### src/rtl/core/assert_macros.svh
// Assertion macros shared by the probe RTL.
`ifndef ASSERT_MACROS_SVH
`define ASSERT_MACROS_SVH

// Same-cycle implication, disabled while reset is high.
`define ASSERT_IMPLY(label, clk, rst, ante, cons) \
   label: assert property (@(posedge clk) disable iff (rst) (ante) |-> (cons)) \
      else $error("implication check failed");

// Next-cycle implication, disabled while reset is high.
`define ASSERT_NEXT(label, clk, rst, ante, cons) \
   label: assert property (@(posedge clk) disable iff (rst) (ante) |=> (cons)) \
      else $error("next-cycle check failed");

`endif

### src/rtl/core/ihsp_pkg.sv
// Shared types, constants and helpers of the image header size probe.
package ihsp_pkg;

   localparam int unsigned PositionBitsDef = 32;
   localparam int unsigned LeadLen = 24;
   localparam int unsigned HdrLen = 12;

   localparam logic [7:0] MarkerPrefix = 8'hFF;
   localparam logic [7:0] SoiCode = 8'hD8;
   localparam logic [7:0] SofLoA = 8'hC0;
   localparam logic [7:0] SofHiA = 8'hC3;
   localparam logic [7:0] SofLoB = 8'hC9;
   localparam logic [7:0] SofHiB = 8'hCB;

   typedef enum logic [1:0] {
      PHASE_SCAN = 2'd0,
      PHASE_SOF  = 2'd1,
      PHASE_STOP = 2'd2
   } phase_type;

   typedef enum logic [1:0] {
      FMT_NONE = 2'd0,
      FMT_JPEG = 2'd1,
      FMT_GIF  = 2'd2,
      FMT_PNG  = 2'd3
   } format_type;

   typedef logic [LeadLen-1:0][7:0] lead_type;

   typedef struct packed {
      phase_type   phase;
      logic [15:0] height;
      logic [15:0] width;
   } jpeg_info_type;

   function automatic logic is_sof(logic [7:0] m);
      return ((m >= SofLoA) && (m <= SofHiA)) || ((m >= SofLoB) && (m <= SofHiB));
   endfunction

endpackage

### src/rtl/core/ihsp_jpeg_scan.sv
// JPEG marker segment walker: collects each segment header and hops to the next.
`include "assert_macros.svh"

module ihsp_jpeg_scan #(
   parameter int unsigned POSITION_BITS = ihsp_pkg::PositionBitsDef
) (
   input  logic                      clock,
   input  logic                      reset,
   input  logic                      fire,
   input  logic                      clear,
   input  logic                      pos_active,
   input  logic [POSITION_BITS-1:0]  position,
   input  logic [7:0]                data_byte,
   output ihsp_pkg::jpeg_info_type   info
);

   localparam logic [POSITION_BITS-1:0] StartReset = POSITION_BITS'(2);

   logic [POSITION_BITS-1:0]             start_ff, start_in, start_upd;
   logic [ihsp_pkg::HdrLen-1:0][7:0]     hdr_ff, hdr_in, hdr_wr;
   ihsp_pkg::phase_type                  phase_ff, phase_in, phase_upd;
   logic [POSITION_BITS:0]               diff, sum;
   logic [16:0]                          hop;
   logic                                 in_window;
   logic [3:0]                           off, shift;
   logic [4:0]                           src;

   always_comb begin
      diff      = {1'b0, position} - {1'b0, start_ff};
      in_window = pos_active && (phase_ff == ihsp_pkg::PHASE_SCAN) &&
                  !diff[POSITION_BITS] &&
                  (diff[POSITION_BITS-1:0] < POSITION_BITS'(ihsp_pkg::HdrLen));
      off       = diff[3:0];
      hdr_wr    = hdr_ff;
      if (in_window) begin
         hdr_wr[off] = data_byte;
      end
      hop       = 17'd2 + {1'b0, hdr_wr[2], hdr_wr[3]};
      sum       = {1'b0, start_ff} + (POSITION_BITS+1)'(hop);
      shift     = hop[3:0];
      src       = 5'd0;
      phase_upd = phase_ff;
      start_upd = start_ff;
      hdr_in    = hdr_wr;
      if (in_window && (off == 4'(ihsp_pkg::HdrLen - 1))) begin
         if (hdr_wr[0] != ihsp_pkg::MarkerPrefix) begin
            phase_upd = ihsp_pkg::PHASE_STOP;
         end else if (ihsp_pkg::is_sof(hdr_wr[1])) begin
            phase_upd = ihsp_pkg::PHASE_SOF;
         end else begin
            // saturate a hop past the position range; it is never reached
            start_upd = sum[POSITION_BITS] ? '1 : sum[POSITION_BITS-1:0];
            // short hop: keep the overlapping header bytes already received
            if (!sum[POSITION_BITS] && (hop < 17'(ihsp_pkg::HdrLen))) begin
               for (int i = 0; i < ihsp_pkg::HdrLen; i++) begin
                  src = 5'(i) + {1'b0, shift};
                  if (src < 5'(ihsp_pkg::HdrLen)) begin
                     hdr_in[i] = hdr_wr[src[3:0]];
                  end
               end
            end
         end
      end
      phase_in = clear ? ihsp_pkg::PHASE_SCAN : phase_upd;
      start_in = clear ? StartReset : start_upd;
   end

   always_ff @(posedge clock) begin
      if (reset) begin
         phase_ff <= ihsp_pkg::PHASE_SCAN;
         start_ff <= StartReset;
      end else if (fire) begin
         phase_ff <= phase_in;
         start_ff <= start_in;
      end
      if (fire) begin
         hdr_ff <= hdr_in;
      end
   end

   assign info.phase  = phase_upd;
   assign info.height = {hdr_wr[5], hdr_wr[6]};
   assign info.width  = {hdr_wr[7], hdr_wr[8]};

   `ASSERT_NEXT(a_sof_sticky, clock, reset,
      (phase_ff == ihsp_pkg::PHASE_SOF) && !(fire && clear),
      phase_ff == ihsp_pkg::PHASE_SOF)
   `ASSERT_NEXT(a_clear_restarts, clock, reset, fire && clear,
      (phase_ff == ihsp_pkg::PHASE_SCAN) && (start_ff == StartReset))

endmodule

### src/rtl/core/ihsp_result_reg.sv
// Format decision from the leading bytes and the JPEG scan, into the result register.
`include "assert_macros.svh"

module ihsp_result_reg (
   input  logic                    clock,
   input  logic                    reset,
   input  logic                    load,
   input  logic                    long_enough,
   input  ihsp_pkg::lead_type      lead,
   input  ihsp_pkg::jpeg_info_type jpeg,
   output logic                    rsp_tvalid,
   input  logic                    rsp_tready,
   output logic [63:0]             rsp_tdata,   // width [31:0], height [63:32]
   output logic [7:0]              rsp_tuser    // found [0], format [2:1], zero [7:3]
);

   logic                 found_in, found_ff, valid_ff;
   ihsp_pkg::format_type fmt_in, fmt_ff;
   logic [31:0]          width_in, height_in, width_ff, height_ff;
   logic                 is_gif, is_png;

   always_comb begin
      is_gif = (lead[0] == 8'h47) && (lead[1] == 8'h49) && (lead[2] == 8'h46);
      is_png = (lead[0] == 8'h89) && (lead[1] == 8'h50) && (lead[2] == 8'h4E) &&
               (lead[3] == 8'h47) && (lead[4] == 8'h0D) && (lead[5] == 8'h0A) &&
               (lead[6] == 8'h1A) && (lead[7] == 8'h0A) && (lead[12] == 8'h49) &&
               (lead[13] == 8'h48) && (lead[14] == 8'h44) && (lead[15] == 8'h52);
      found_in  = 1'b0;
      fmt_in    = ihsp_pkg::FMT_NONE;
      width_in  = '0;
      height_in = '0;
      if (long_enough) begin
         if (lead[2] == ihsp_pkg::MarkerPrefix) begin
            if ((lead[0] == ihsp_pkg::MarkerPrefix) && (lead[1] == ihsp_pkg::SoiCode) &&
                (jpeg.phase == ihsp_pkg::PHASE_SOF)) begin
               found_in  = 1'b1;
               fmt_in    = ihsp_pkg::FMT_JPEG;
               width_in  = {16'd0, jpeg.width};
               height_in = {16'd0, jpeg.height};
            end
         end else if (is_gif) begin
            found_in  = 1'b1;
            fmt_in    = ihsp_pkg::FMT_GIF;
            width_in  = {16'd0, lead[7], lead[6]};
            height_in = {16'd0, lead[9], lead[8]};
         end else if (is_png) begin
            found_in  = 1'b1;
            fmt_in    = ihsp_pkg::FMT_PNG;
            width_in  = {lead[16], lead[17], lead[18], lead[19]};
            height_in = {lead[20], lead[21], lead[22], lead[23]};
         end
      end
   end

   always_ff @(posedge clock) begin
      if (reset) begin
         valid_ff <= 1'b0;
      end else if (load) begin
         valid_ff <= 1'b1;
      end else if (rsp_tready) begin
         valid_ff <= 1'b0;
      end
      if (load) begin
         found_ff  <= found_in;
         fmt_ff    <= fmt_in;
         width_ff  <= width_in;
         height_ff <= height_in;
      end
   end

   assign rsp_tvalid = valid_ff;
   assign rsp_tdata  = {height_ff, width_ff};
   assign rsp_tuser  = {5'd0, fmt_ff, found_ff};

   `ASSERT_IMPLY(a_not_found_zero, clock, reset, valid_ff && !found_ff,
      (fmt_ff == ihsp_pkg::FMT_NONE) && (width_ff == 32'd0) && (height_ff == 32'd0))
   `ASSERT_IMPLY(a_found_has_format, clock, reset, valid_ff && found_ff,
      fmt_ff != ihsp_pkg::FMT_NONE)

endmodule

### src/rtl/core/image_header_size_probe.sv
// Image header size probe: finds JPEG, GIF or PNG dimensions in a byte stream.
//
// req channel: one file byte per transaction in req_tdata[7:0]; req_tlast marks
// the final byte of a file. rsp channel: exactly one transaction per file, issued
// for the byte carrying req_tlast: rsp_tuser[0] found, rsp_tuser[2:1] format
// (0 none, 1 JPEG, 2 GIF, 3 PNG), rsp_tdata[31:0] width, rsp_tdata[63:32] height.
// Bytes without req_tlast produce no rsp transaction.
// Throughput is one byte per cycle unless a final byte waits for the result
// register: each byte passes an input register, one level of compare/add/select
// logic that updates the position counter, the leading-byte store and the JPEG
// segment walker, and for the final byte the result register, which drives
// rsp_tvalid. When rsp_tready is low and a result is waiting, further non-final
// bytes keep flowing; the next final byte holds in the input register until
// the result register empties. After each file the position counter and the JPEG
// walker return to their reset values, ready for the next file. Synchronous reset
// clears all control state; no clearing pass is needed.
`include "assert_macros.svh"

module image_header_size_probe #(
   parameter int unsigned POSITION_BITS = ihsp_pkg::PositionBitsDef
) (
   input  logic        clock,
   input  logic        reset,
   input  logic        req_tvalid,
   output logic        req_tready,
   input  logic [7:0]  req_tdata,   // data_byte [7:0]
   input  logic        req_tlast,
   output logic        rsp_tvalid,
   input  logic        rsp_tready,
   output logic [63:0] rsp_tdata,   // width [31:0], height [63:32]
   output logic [7:0]  rsp_tuser    // found [0], format [2:1], zero [7:3]
);

   localparam int unsigned LeadIdxBits = $clog2(ihsp_pkg::LeadLen);

   logic                     s1_valid_ff, s1_last_ff;
   logic [7:0]               s1_byte_ff;
   logic                     out_free, s1_fire, result_load;
   logic [POSITION_BITS-1:0] pos_ff, pos_in, pos_upd;
   logic                     pos_active, long_enough;
   ihsp_pkg::lead_type       lead_ff, lead_in;
   ihsp_pkg::jpeg_info_type  jpeg_info;

   assign out_free    = !rsp_tvalid || rsp_tready;
   assign s1_fire     = s1_valid_ff && (!s1_last_ff || out_free);
   assign req_tready  = !s1_valid_ff || s1_fire;
   assign result_load = s1_fire && s1_last_ff;

   always_comb begin
      pos_active  = (pos_ff != '1);
      pos_upd     = pos_active ? (pos_ff + POSITION_BITS'(1)) : pos_ff;
      pos_in      = s1_last_ff ? '0 : pos_upd;
      long_enough = (pos_upd >= POSITION_BITS'(ihsp_pkg::LeadLen));
      lead_in     = lead_ff;
      if (pos_active && (pos_ff < POSITION_BITS'(ihsp_pkg::LeadLen))) begin
         lead_in[pos_ff[LeadIdxBits-1:0]] = s1_byte_ff;
      end
   end

   always_ff @(posedge clock) begin
      if (reset) begin
         s1_valid_ff <= 1'b0;
         pos_ff      <= '0;
      end else begin
         if (req_tready) begin
            s1_valid_ff <= req_tvalid;
         end
         if (s1_fire) begin
            pos_ff <= pos_in;
         end
      end
      if (req_tvalid && req_tready) begin
         s1_byte_ff <= req_tdata;
         s1_last_ff <= req_tlast;
      end
      if (s1_fire) begin
         lead_ff <= lead_in;
      end
   end

   ihsp_jpeg_scan #(
      .POSITION_BITS(POSITION_BITS)
   ) u_scan (
      .clock      (clock),
      .reset      (reset),
      .fire       (s1_fire),
      .clear      (s1_last_ff),
      .pos_active (pos_active),
      .position   (pos_ff),
      .data_byte  (s1_byte_ff),
      .info       (jpeg_info)
   );

   ihsp_result_reg u_result (
      .clock       (clock),
      .reset       (reset),
      .load        (result_load),
      .long_enough (long_enough),
      .lead        (lead_in),
      .jpeg        (jpeg_info),
      .rsp_tvalid  (rsp_tvalid),
      .rsp_tready  (rsp_tready),
      .rsp_tdata   (rsp_tdata),
      .rsp_tuser   (rsp_tuser)
   );

   `ASSERT_NEXT(a_last_gives_result, clock, reset, result_load, rsp_tvalid)
   `ASSERT_NEXT(a_last_clears_position, clock, reset, result_load, pos_ff == '0)
   `ASSERT_IMPLY(a_no_load_while_full, clock, reset, result_load, out_free)

endmodule

### config.mk
export PLATFORM = sky130hd
export DESIGN_NAME = image_header_size_probe
export DESIGN_NICKNAME = d
export VERILOG_FILES = /design/src/rtl/core/ihsp_pkg.sv /design/src/rtl/core/ihsp_jpeg_scan.sv /design/src/rtl/core/ihsp_result_reg.sv /design/src/rtl/core/image_header_size_probe.sv
export VERILOG_INCLUDE_DIRS = /design/src /design/src/rtl/core
export SDC_FILE = /design/constraint.sdc
export NUM_CORES = 1
export LEC_CHECK = 0
export ABC_CLOCK_PERIOD_IN_PS = 10400
export BUFFER_PORTS_ARGS = -buffer_cell sky130_fd_sc_hd__buf_4
export CAP_MARGIN = 20
export CORE_MARGIN = 4
export CORE_UTILIZATION = 45
export DETAILED_ROUTE_END_ITERATION = 8
export GPL_TIMING_DRIVEN = 0
export PLACE_DENSITY = 0.65
export REMOVE_ABC_BUFFERS = 1
export SYNTH_ARGS = -nofsm -noshare
export SYNTH_HDL_FRONTEND = slang
export SYNTH_SLANG_ARGS = --single-unit
### constraint.sdc
create_clock -name clock -period 10.4 [get_ports clock]
set_clock_uncertainty 0.05 [all_clocks]
set_input_delay 0.52 -clock clock [delete_from_list [all_inputs] [get_ports clock]]
set_output_delay 0.52 -clock clock [all_outputs]
set_load 0.05 [all_outputs]
==> run metrics <==
Mapped Avg Cell Area 9.816 µm²; critical path endpoint u_scan.hdr_ff[87]; Final Cycle Share 0.9602; GRT Total Usage 0.2898; Pwr Total 3.843 mW; Critical Path AT 10380 ps; initial antenna violation count 1; register bit count reported by yosys 416; clock sinks 416; clk slew on worst S/H paths about 60 ps; PD cells 114.2 nW/µm²; Cell Int Power 2.918 mW; H-tree levels 2; final setup fails 0; CTS tree built; total negative slack 0 ps; DP Wirelength 76430 µm; Crit. Startpoint pos_ff[2]; WHS 30.87 ps; Post-CTS Hold Buffers 0; fin nets slightly above 3000; vias in the first global route 24610; DR vias/cell roughly 6.6; area of the multi-input gates roughly 17000 µm²; Post-synth EDFFs 348; Hold Vio Cnt, Final 0; die span in x 265.4 µm; maxcap violations 0; drt first-iter violations 2989; clk_lat worst skew 620 ps; RSZ-0062 raised after global routing no; I/O Pins 87; CP dominant cell by count a21oi_1; Rel. slew slack 0.1691; Hold Path Depth 1; NetSw 924.8 µW; Yosys warning count 0; Max Root-Sink Buffers 3; Required @ worst endpoint approximately 11000 ps; Worst VDD drop between 0.1 and 0.15 mV; gr ovfl total 0; top achievable clock speed approximately 0.1 GHz; Initial Util 0.4536; Min Clock Period, post-route 9986 ps; reg2reg setup slack 410 ps; WL/cell 27.13 µm; Antenna Diode Count 0; Worst Setup Start Kind flop; FP Rows 94; max-slew violation count 0; Crit Path Max Fanout 19; Post-Route WL 106700 µm; CTS Buf Count 47; FF/Latch Area around 12000 µm²; slowest CP cell dfxtp_2; R2R Path Start pos_ff[2]; IO buf count 81; Fill cells 5821; CP Capture Type flop; cells on worst reg2reg path 33; combinational power share 0.053; DIE AREA 70450 µm²; post-synthesis sequential area ratio 0.3961; GP Congestion 0.9856; Area Growth Syn to Fin 12.87%; Antenna Nets Post-Route 0; Synth cell types 116; Vias 25760; Core ar. around 66000 µm²; Synth Flop Type edfxtp_1; status complete, no violations; Reg power frac 0.481; synthesized area approximately 30000 µm²; Root Driver clkbuf_16; post-layout util 0.5120; number of iterations in the first detailed-routing pass 6; Worst Hold Class input pin to flop; Final Non-Filler Cells 3931; total leakage power 12.26 nW; largest net degree at the start of global routing 112; Switching Share 0.2406; Least-Margin Pin Slew 1242 ps; DRC viols 0; Synth Instances 3038; worst setup path category flop to flop; slowest cell delay on critical path between 500 and 600 ps; Reg-to-Reg End u_scan.hdr_ff[87]; layout cells sized above 1 0.1702; Async SR Flop Fraction 0; first-pass GRT wire length 157700 µm; clock power share 0.466; # placed instances 3822; Die Ht roughly 270 µm
## registers in the layout, indices dropped and copies added (netlist names), 2 cells and up
signal / count
u_scan.start_ff: 32
s1_byte_ff: 8
lead_ff: 176
u_result.width_ff: 32
u_result.fmt_ff: 2
u_scan.phase_ff: 2
pos_ff: 32
u_scan.hdr_ff: 96
u_result.height_ff: 32
## cell type report
class                   instances  share of cell area
multi-input cells            2288              0.4988
flip-flops and latches        416              0.3511
repair buffers                153             0.05491
clock buffers                  55             0.03613
well taps                     864             0.03212
inverters                     122             0.01416
clock inverters                33             0.01279
## critical path, delay by kind of cell (launching register included)
family | cells | cell delay, ps
AO/OA/AOI/OAI | 17 | 4080
adder cells (fa/ha/maj) | 3 | 1200
buffers and inverters | 5 | 1030
flip-flops | 1 | 590
multiplexers | 1 | 220
AND/OR/NAND/NOR | 7 | 2580
## metrics by stage
step / setup slack [ps] / cell area, µm²
floorplan: -280.4 / 28750
global placement: -6652 / 30440
detailed placement: -2848 / 31610
CTS: 53.14 / 33480
global route: 19.07 / 33660
finish: 414.4 / 33660
## cell families after synthesis
family                   synth area share
AND/OR/NAND/NOR                    0.1592
AO/OA/AOI/OAI                      0.1522
multiplexers                       0.1862
flip-flops                         0.3961
buffers and inverters             0.05174
XOR/XNOR                          0.02371
adder cells (fa/ha/maj)           0.03071
other                           0.0001258
## worst min-delay path by stage
stage	start	endpoint	slack [ps]
2_1_floorplan	u_scan.start_ff[0]	u_scan.start_ff[0]	400
3_3_place_gp	u_scan.start_ff[0]	u_scan.start_ff[0]	420
6_report	req_tlast	s1_last_ff	30
4_1_cts	req_tlast	s1_last_ff	20
5_1_grt	req_tlast	s1_last_ff	20
3_5_place_dp	u_scan.start_ff[0]	u_scan.start_ff[0]	430
## cell usage in the layout (no fill, tap or decap), types with 36 or more instances in the layout
cell       instances
ha_1              66
mux2i_1          342
nor3_1            88
clkbuf_16         47
nor2_1           208
dfxtp_1           64
edfxtp_1         348
nand4_1           48
nand3_1          106
a31oi_1           42
inv_1            111
and3_1            49
mux2_2           153
a211oi_1          37
a21oi_1          203
nor4_1            36
o21ai_0          138
buf_4             99
nand2_1          228
xnor2_1           45
## routing by layer
metal | vias to the layer above | wire length, µm | track usage
met2 | 1319 | 47920 | 0.4544
met1 | 12690 | 42910 | 0.3840
met5 | - | 0 | 0
li1 | 11450 | - | -
met3 | 296 | 9124 | 0.04995
met4 | 0 | 6704 | 0.1563
## Yosys cell counts (all sizes together) (28+ instances only)
cell type	count	area, µm²
edfxtp	348	10450
mux2i	342	3423
nand2	233	887.1
a21oi	211	1094
nor2	210	790.8
clkbuf	169	780.8
mux2	153	1723
o21ai	149	745.7
inv	120	450.4
nand3	108	545.5
nor3	93	493.0
ha	70	875.8
dfxtp	68	1361
and3	51	319.1
xnor2	51	454.2
buf	49	304.0
nand4	48	300.3
a31oi	45	287.8
nor4	43	311.5
a211oi	41	327.8
o221ai	34	297.8
xor2	28	252.8
## power groups by stage
stage / logic, mW / registers (mW) / clock network (mW)
6_report: 0.205 / 1.85 / 1.79
5_1_grt: 0.217 / 1.85 / 1.87
4_1_cts: 0.202 / 1.85 / 1.80
3_5_place_dp: 0.200 / 1.88 / 0
3_3_place_gp: 0.145 / 1.92 / 0
2_1_floorplan: 0.0874 / 1.91 / 0
## what timing repair did
action / CTS / global route
cloned: 1 / 1
hold endpoints to repair: 0 / 0
setup endpoints to repair: 128 / 96
pin swaps: 8 / 7
resized for setup: 22 / 13
buffers inserted: 7 / 9
Power figures use the tool's default switching activity.
